### config.mk
export PLATFORM = sky130hd
export DESIGN_NAME = graph_reachability_check
export DESIGN_NICKNAME = d
export VERILOG_FILES = /design/src/hdl/grc_pkg.sv /design/src/hdl/graph_reachability_check.sv
export SDC_FILE = /design/constraint.sdc
export NUM_CORES = 2
export LEC_CHECK = 0
export BUFFER_PORTS_ARGS = -buffer_cell sky130_fd_sc_hd__buf_4
export CORE_UTILIZATION = 25
export CTS_BUF_LIST = sky130_fd_sc_hd__clkbuf_8
export CTS_CLUSTER_SIZE = 10
export DETAILED_ROUTE_END_ITERATION = 16
export GPL_ROUTABILITY_DRIVEN = 0
export GPL_TIMING_DRIVEN = 1
export PLACE_DENSITY = 0.49
export SKIP_LAST_GASP = 1
export SYNTH_ARGS = -nofsm -noshare
export SYNTH_HDL_FRONTEND = slang
export SYNTH_SLANG_ARGS = --single-unit
### constraint.sdc
create_clock -name clk_i -period 4.3 [get_ports clk_i]
set_input_delay 0.215 -clock clk_i [delete_from_list [all_inputs] [get_ports clk_i]]
set_output_delay 0.215 -clock clk_i [all_outputs]
set_load 0.01 [all_outputs]
### src/hdl/grc_pkg.sv
// Shared constants and types for the graph reachability checker.
package grc_pkg;

  localparam int unsigned MaxVertices = 32;
  localparam int unsigned VtxW        = $clog2(MaxVertices);
  localparam int unsigned DepthW      = $clog2(MaxVertices + 1);
  localparam int unsigned RowW        = 32;
  localparam int unsigned CountW      = 6;

  localparam logic OpWriteRow = 1'b0;
  localparam logic OpQuery    = 1'b1;

  typedef enum logic [5:0] {
    StIdle   = 6'b000001,
    StFirst  = 6'b000010,
    StPush   = 6'b000100,
    StPop    = 6'b001000,
    StRow    = 6'b010000,
    StFinish = 6'b100000
  } state_e;

endpackage

### src/hdl/graph_reachability_check.sv
// Graph reachability checker: adjacency row store and depth-first query engine.
//
// Input channel (in_valid_i/in_ready_o) moves one item per transfer. A row
// write stores row_bits_i at row_index_i and leaves the input ready; it gives no
// result. A query walks the graph from start_vertex_i and gives one result
// on the output channel (out_valid_o/out_ready_i): the out-degree of the
// start vertex over the vertices in use and whether all of them were reached.
// A query whose start vertex is not below vertex_count is dropped.
// A query steps through StFirst, StPush, StPop, StRow and StFinish: each
// reached vertex beyond the start costs one push into the stack memory, and
// its pop costs an empty push check, a stack read and a row read through the
// registered adjacency memory port. One query runs at a time; a row write may
// transfer while a result waits for the receiver.
// When the receiver stalls, the finished query holds until the output
// register frees, then the block accepts again.
// Reset clears the controller and the result valid flag and sets vertex_count
// to 32; the adjacency rows hold no value until written. The user must write
// vertex_count (cfg_we_i/cfg_wdata_i) only while idle, unchecked by the block.
module graph_reachability_check
  import grc_pkg::*;
(
  input  logic              clk_i,
  input  logic              rst_ni,
  input  logic              cfg_we_i,
  input  logic [CountW-1:0] cfg_wdata_i,
  input  logic              in_valid_i,
  output logic              in_ready_o,
  input  logic              operation_i,
  input  logic [VtxW-1:0]   row_index_i,
  input  logic [RowW-1:0]   row_bits_i,
  input  logic [VtxW-1:0]   start_vertex_i,
  output logic              out_valid_o,
  input  logic              out_ready_i,
  output logic [CountW-1:0] out_degree_o,
  output logic              all_reached_o,
  output logic              bad_start_o
);

  logic [RowW-1:0] adj_mem [MaxVertices];
  logic [VtxW-1:0] stack_mem [MaxVertices];

  state_e state_q, state_d;
  logic [CountW-1:0] vcount_q;
  logic [RowW-1:0] visited_q, visited_d;
  logic [RowW-1:0] fresh_q, fresh_d;
  logic [RowW-1:0] mask_q, mask_d;
  logic [DepthW-1:0] depth_q, depth_d;
  logic [CountW-1:0] deg_q, deg_d;
  logic first_q, first_d;
  logic [VtxW-1:0] start_q, start_d;

  logic out_valid_q;
  logic [CountW-1:0] out_degree_q;
  logic out_all_q;
  logic load_out;

  logic [RowW-1:0] adj_rdata_q;
  logic [VtxW-1:0] stack_rdata_q;
  logic [VtxW-1:0] adj_raddr;
  logic [VtxW-1:0] stack_raddr;
  logic stack_we;
  logic [VtxW-1:0] low_idx;
  logic [RowW-1:0] fresh_row;
  logic [CountW-1:0] n_use;
  logic [RowW-1:0] mask_new;
  logic in_xfer;

  assign in_ready_o = (state_q == StIdle);
  assign in_xfer    = in_valid_i && in_ready_o;

  always_comb begin
    n_use = (vcount_q > CountW'(MaxVertices)) ? CountW'(MaxVertices) : vcount_q;
    for (int i = 0; i < RowW; i++) begin
      mask_new[i] = (CountW'(i) < n_use);
    end
  end

  always_comb begin
    low_idx = '0;
    for (int i = RowW - 1; i >= 0; i--) begin
      if (fresh_q[i]) begin
        low_idx = VtxW'(i);
      end
    end
  end

  assign fresh_row = adj_rdata_q & mask_q & ~visited_q;

  always_comb begin
    state_d     = state_q;
    visited_d   = visited_q;
    fresh_d     = fresh_q;
    mask_d      = mask_q;
    depth_d     = depth_q;
    deg_d       = deg_q;
    first_d     = first_q;
    start_d     = start_q;
    adj_raddr   = stack_rdata_q;
    stack_raddr = VtxW'(depth_q - DepthW'(1));
    stack_we    = 1'b0;
    load_out    = 1'b0;
    unique case (state_q)
      StIdle: begin
        adj_raddr = start_vertex_i;
        if (in_xfer && operation_i == OpQuery &&
            CountW'(start_vertex_i) < n_use) begin
          visited_d = RowW'(1) << start_vertex_i;
          mask_d    = mask_new;
          start_d   = start_vertex_i;
          depth_d   = '0;
          first_d   = 1'b1;
          state_d   = StFirst;
        end
      end
      StFirst: begin
        deg_d     = CountW'(adj_rdata_q[start_q]);
        fresh_d   = fresh_row;
        visited_d = visited_q | fresh_row;
        state_d   = StPush;
      end
      StPush: begin
        if (fresh_q != '0) begin
          stack_we = 1'b1;
          fresh_d  = fresh_q & ~(RowW'(1) << low_idx);
          depth_d  = depth_q + DepthW'(1);
          if (first_q) begin
            deg_d = deg_q + CountW'(1);
          end
        end else if (depth_q == '0) begin
          state_d = StFinish;
        end else begin
          depth_d = depth_q - DepthW'(1);
          first_d = 1'b0;
          state_d = StPop;
        end
      end
      StPop: begin
        state_d = StRow;
      end
      StRow: begin
        fresh_d   = fresh_row;
        visited_d = visited_q | fresh_row;
        state_d   = StPush;
      end
      StFinish: begin
        if (!out_valid_q || out_ready_i) begin
          load_out = 1'b1;
          state_d  = StIdle;
        end
      end
      default: begin
        state_d = StIdle;
      end
    endcase
  end

  always_ff @(posedge clk_i) begin
    if (in_xfer && operation_i == OpWriteRow) begin
      adj_mem[row_index_i] <= row_bits_i;
    end
    adj_rdata_q <= adj_mem[adj_raddr];
  end

  always_ff @(posedge clk_i) begin
    if (stack_we) begin
      stack_mem[depth_q[VtxW-1:0]] <= low_idx;
    end
    stack_rdata_q <= stack_mem[stack_raddr];
  end

  always_ff @(posedge clk_i or negedge rst_ni) begin
    if (!rst_ni) begin
      state_q     <= StIdle;
      vcount_q    <= CountW'(MaxVertices);
      out_valid_q <= 1'b0;
      depth_q     <= '0;
      first_q     <= 1'b0;
    end else begin
      state_q <= state_d;
      depth_q <= depth_d;
      first_q <= first_d;
      if (cfg_we_i) begin
        vcount_q <= cfg_wdata_i;
      end
      if (load_out) begin
        out_valid_q <= 1'b1;
      end else if (out_ready_i) begin
        out_valid_q <= 1'b0;
      end
    end
  end

  always_ff @(posedge clk_i) begin
    visited_q <= visited_d;
    fresh_q   <= fresh_d;
    mask_q    <= mask_d;
    deg_q     <= deg_d;
    start_q   <= start_d;
    if (load_out) begin
      out_degree_q <= deg_q;
      out_all_q    <= ((visited_q & mask_q) == mask_q);
    end
  end

  assign out_valid_o   = out_valid_q;
  assign out_degree_o  = out_degree_q;
  assign all_reached_o = out_all_q;
  assign bad_start_o   = 1'b0;

endmodule

# Yosys cells after proc, flatten, opt, wreduce, memory -nomap -nowiden
# Memory sizes are Yosys's and may differ from the RTL's. A register that Yosys moved wholly into a read port is not among the register bits.
# Cells that the tools add are included.
# totals
ramBits,1184
n_memories,2
out_inout_bits,10
register_bits,134
word_cells,163
input_bits,54
# memory_table
memory,words,width,read_ports,rd_clocked_by_memory_dff,write_ports,line_no,source
adj_mem,32,32,1,1,1,graph_reachability_check.sv:39,logic [RowW-1:0] adj_mem [MaxVertices];
stack_mem,32,5,1,1,1,graph_reachability_check.sv:40,logic [VtxW-1:0] stack_mem [MaxVertices];
# classes
addsub,3
mux,66
eq_ne,14
order_cmp,35
shift,2
reduce_logical,21
bitwise_logic,8
# ops
op,count
$mux 5,33
$and 32x32->32,4
$pmux 32 s2,2
$lt 5x6->1 const A,16
$mux 32,2
$not 32->32,2
$shl 1x5->32 const A,2
$mux 6,10
$lt 4x6->1 const A,8
$eq 32x32->1,1
$or 32x32->32,1
$reduce_bool 32->1,1
$pmux 6 s5,1
$lt 3x6->1 const A,4
$pmux 6 s2,2
$mux 1,14
$add 6x1->6 const B,2
$lt 1x6->1 const A,2
$lt 2x6->1 const A,2
$ne 2x2->1 const B,5
$reduce_bool 2->1,5
$reduce_and 3->1,3
$eq 6x1->1 const B,1
$eq 6x2->1 const B,1
other kinds (20),25

# Logic depth before layout (Yosys ltp)
# depth
ltp_word,37
depth_mapped,11
ltp_nobuf,9

# Worst setup path after synthesis
# No wires, ideal clock.
# synth_timing
path_type,register -> register
startpoint,register vcount_q[2]
endpoint,register visited_q[0] (enable)
setup_ps,388
setup_slack_ps,-298
n_path_buf,1
period_less_slack_ps,4598
arrival_ps,4210
required_time_ps,3912
stages_incl_launch_ff,9
path_cell_list,dfrtp_1 clkbuf_1 nor2b_1 inv_1 ha_1 a2111oi_0 nor3_1 a311oi_2 a21o_1
# synth_between
elab_chain_len,6
# synth_lines
item,line_no,source
start: declaration,graph_reachability_check.sv:43,logic [CountW-1:0] vcount_q;
start signal: assignment,graph_reachability_check.sv:174,vcount_q <= CountW'(MaxVertices);
start signal: assignment,graph_reachability_check.sv:183,vcount_q <= cfg_wdata_i;
$gt 6x6->1,graph_reachability_check.sv:72,n_use = (vcount_q > CountW'(MaxVertices)) ? CountW'(MaxVertices) : vcount_q;
$mux 6 *,graph_reachability_check.sv:72,
$lt 5x6->1 *,graph_reachability_check.sv:106,CountW'(start_vertex_i) < n_use) begin
$logic_and 1x1->1 *,graph_reachability_check.sv:105,if (in_xfer && operation_i == OpQuery &&
$ne 2x1->1 (no source line) *,n/a,
$reduce_and 2->1 (no source line) *,n/a,
end signal: assignment,graph_reachability_check.sv:194,visited_q <= visited_d;
end: declaration,graph_reachability_check.sv:44,"logic [RowW-1:0] visited_q, visited_d;"
# Every way passes the cells marked *; elsewhere a longest branch is shown, timed or not.
# A chain may end at the register's enable or synchronous reset.

# Final worst setup path
# layout_timing
startpoint,register state_q[0]
endpoint,register visited_q[7] (enable)
# layout_between
elab_chain_len,6
word_cells_on_any_way,10
classes_between,eq/ne: 4; reduce/logical: 6
# layout_lines
item,line_no,source
start: declaration,graph_reachability_check.sv:42,"state_e state_q, state_d;"
start signal: assignment,graph_reachability_check.sv:173,state_q <= StIdle;
start signal: assignment,graph_reachability_check.sv:179,state_q <= state_d;
$eq 6x1->1,"graph_reachability_check.sv:68, graph_reachability_check.sv:102",
$logic_and 1x1->1,graph_reachability_check.sv:69,assign in_xfer = in_valid_i && in_ready_o;
$logic_and 1x1->1 (2 in series),graph_reachability_check.sv:105,
$ne 2x1->1 (no source line),n/a,
$reduce_and 2->1 (no source line) *,n/a,
# Marks and branches as above.

==> impl_metrics.env <==
export IMPL_status="finished clean"
export IMPL_synthTopCellsByArea="edfxtp_1, nand2_1, nand3_1, mux4_2, a21oi_1"
export IMPL_drv_slew=0
export IMPL_period_needed_ns=3.76
export IMPL_ys_async_sr_fraction_pct=1.48
export IMPL_grt_pass1_vias=32800
export IMPL_yosysWarnings=0
export IMPL_totalPowerFinal_mw=29.2
export IMPL_path_max_fanout=32
export IMPL_die_h_um=467
export IMPL_grt_overflow_total=0
export IMPL_core_area_mm2=0.215
export IMPL_synth_nets=3973
export IMPL_synth_compound_area_share_pct=5.50
export IMPL_hp_class="in -> reg"
export IMPL_arrival_ns=4.33
export IMPL_cts_tree="yes"
export IMPL_ys_flop_type="edfxtp_1"
export IMPL_seq_area_mm2=0.0402
export IMPL_power_leakage_nw=21.2
export IMPL_layout_common_cells="edfxtp_1, nand2_1, nand3_1"
export IMPL_r2r_cells=8
export IMPL_setup_viol=0
export IMPL_root_buffer="clkbuf_8"
export IMPL_viasPerCell=4.73
export IMPL_synthAdderAreaFrac_pct=0.231
export IMPL_cts_path_max_buffers=3
export IMPL_synth_top_area_share_pct=72.1
export IMPL_route_detailed_wl_per_inst_um=23.3
export IMPL_pin_count=64
export IMPL_power_switching_mw=8.39
export IMPL_fillers=21800
export IMPL_path_class="reg -> reg"
export IMPL_p_seq_share_pct=52.3
export IMPL_p_comb_share_pct=12.9
export IMPL_crit_chain="nor2b_1 -> nand2_2 -> inv_2 -> nand3_1 -> dlygate4sd3_1 -> a311oi_4 -> a21o_1 -> buf_4"
export IMPL_drive_gt1_share_pct=13.6
export IMPL_synth_top_family_by_area="simple AND/OR/NAND/NOR gates"
export IMPL_final_common_cell="edfxtp_1"
export IMPL_p_clk_share_pct=34.8
export IMPL_worst_pin_slew_ns=0.983
export IMPL_first_pass_iters=5
export IMPL_syn_inst=3909
export IMPL_worst_clock_skew_ns=0.0326
export IMPL_rsz0062_at_grt="false"
export IMPL_holdWs_ns=0.145
export IMPL_wirelength_um=167000
export IMPL_p_int_mw=20.8
export IMPL_initial_core_util_pct=25.2
export IMPL_yosys_area_top_type="edfxtp_1"
export IMPL_port_buffers=62
export IMPL_num_vias=34000
export IMPL_synth_edf_count=1298
export IMPL_ant_nets=0
export IMPL_cp_depth=8
export IMPL_hpwl_um=100000
export IMPL_synth_avg_cell_area_um2=13.8
export IMPL_vdd_ir_drop_max_uv=270
export IMPL_setup_tns_ns=0
export IMPL_drc=0
export IMPL_nets=4216
export IMPL_clkTransAtPathRegs_ns=0.07
export IMPL_cts_buffers=216
export IMPL_crit_required_ns=4.87
export IMPL_finalHoldViolCount=0
export IMPL_grt_usage_pct=15.2
export IMPL_endpoint_kind="register"
export IMPL_multiInputGateArea_mm2=0.0130
export IMPL_critPathTopFamily="buffers and inverters"
export IMPL_crit_path_max_incr_delay_ns=0.70
export IMPL_fmax_mhz=266
export IMPL_min_delay_path_depth=3
export IMPL_worstPathBufferInverterCount=3
export IMPL_synth_area_mm2=0.0541
export IMPL_grt_pass1_wl_um=241000
export IMPL_antenna_found_initial=8
export IMPL_relSlewSlack_pct=33.9
export IMPL_switching_share_pct=28.7
export IMPL_worst_path_max_delay_cell="dlygate4sd3_1"
export IMPL_ys_seq_area_share_pct=74.4
export IMPL_die_x_um=467
export IMPL_die_area_mm2=0.218
export IMPL_area_delta_synth_final_pct=17.0
export IMPL_final_period_utilization_pct=87.5
export IMPL_ys_ff_latch=1355
export IMPL_cp_start_kind="register"
export IMPL_grt_max_degree=90
export IMPL_drt_iter0_markers=3290
export IMPL_drv_cap=0
export IMPL_synth_mux_area_fraction_pct=3.93
export IMPL_synth_xor_area_share_pct=0.130
export IMPL_clock_sinks=1355
export IMPL_synth_cell_types=73
export IMPL_insertion_delay_ns=0.95
export IMPL_power_density_mw_per_mm2=461
export IMPL_row_count=170
export IMPL_ctsHtreeMaxLevel=4
export IMPL_synth_simple_area_share_pct=13.4
[through the flow]
step	worst slack, ns	instance area [um2]	utilization (%)	instances
2_1_floorplan	0.274	54100	-	3909
3_3_place_gp	0.852	58800	27.4	6719
3_5_place_dp	0.743	58800	27.4	6719
4_1_cts	0.527	63300	29.4	7179
5_1_grt	0.365	63300	29.5	7181
6_report	0.538	63300	29.5	7183
[layer usage]
| metal | vias up | wire, um | global-route usage [%] | share of wire (%) |
|---|---|---|---|---|
| met3 | 216 | 9720 | 2.19 | 5.8 |
| met5 | - | 0 | 0 | 0 |
| met1 | 17400 | 76300 | 21.6 | 46 |
| met2 | 1131 | 78100 | 24.0 | 47 |
| li1 | 15200 | - | - | - |
| met4 | 0 | 3210 | 4.06 | 1.9 |
[synth_stat cells, types with 6 or more instances]
library cell,n
a211oi_1,32
a21oi_1,197
a311oi_1,33
a31oi_1,73
and2_1,8
and3_1,41
buf_1,6
buf_2,61
buf_4,40
clkbuf_1,110
dfrtp_1,18
dfxtp_1,37
edfxtp_1,1298
ha_1,10
inv_1,57
mux2_2,9
mux2i_1,67
mux4_2,59
nand2_1,909
nand2b_1,12
nand3_1,300
nand3b_1,7
nand4_1,106
nor2_1,115
nor2b_1,16
nor3_1,44
nor4_1,44
o21ai_0,69
o22ai_1,44
[flip-flops by register name, summed over array words and instances (netlist names)]
| register | cells |
|---|---|
| out_valid_o | 1 |
| deg_q | 6 |
| all_reached_o | 1 |
| vcount_q | 6 |
| stack_mem | 160 |
| adj_rdata_q | 32 |
| start_q | 5 |
| fresh_q | 32 |
| state_q | 6 |
| stack_rdata_q | 5 |
| depth_q | 6 |
| adj_mem | 1024 |
| first_q | 1 |
| visited_q | 32 |
| mask_q | 32 |
| out_degree_o | 6 |
[cell families after synthesis]
logic type,Yosys count
AOI/OAI and AO/OA,491
xor gates and xnor gates,8
adders and majority gates,10
buffers and inverters,280
DFF,1355
muxes,136
other,1
and+or+nand+nor,1628
[power groups by stage]
stage | Combinational, mW | Clock (mW) | Sequential, mW
floorplan | 2.34 | 0 | 15.1
global placement | 3.72 | 0 | 15.5
detailed placement | 3.72 | 0 | 15.5
CTS | 3.78 | 10.4 | 15.2
global route | 4.08 | 11.0 | 15.3
finish | 3.76 | 10.2 | 15.3
[worst reg2reg max path, cell delays in order, from the launching register on]
cell,delay (ns)
dfstp_2,0.57
nor2b_1,0.32
nand2_2,0.27
inv_2,0.37
nand3_1,0.22
dlygate4sd3_1,0.70
a311oi_4,0.36
a21o_1,0.13
buf_4,0.41
[path summary, 6_finish.rpt]
| kind | endpoint | slack, ns | from |
|---|---|---|---|
| hold reg to reg | out_degree_o[5] | 0.51 | deg_q[5] |
| setup reg to reg | visited_q[7] | 0.54 | state_q[0] |
| setup / recovery | visited_q[7] | 0.54 | state_q[0] |
| min in group asynchronous | vcount_q[1] | 0.27 | rst_ni |
| max in group asynchronous | state_q[0] | 3.78 | rst_ni |
| hold / removal | adj_mem[19][6] | 0.14 | row_index_i[4] |
[area by class of cell]
cell class	instances	share of cell area, %
Multi-Input combinational cell	2274	20.5
Clock buffer	226	4.92
Antenna cell	4	0.0158
Tap cell	2838	5.61
Timing Repair Buffer	246	3.78
Inverter	59	0.350
Clock inverter	181	1.27
Sequential cell	1355	63.6
[repair_timing]
item	CTS	global route
resized for setup	0	0
setup buffers	0	0
hold endpoints to repair	1089	0
hold buffers	53	0
(Power assumes the default switching activity.)
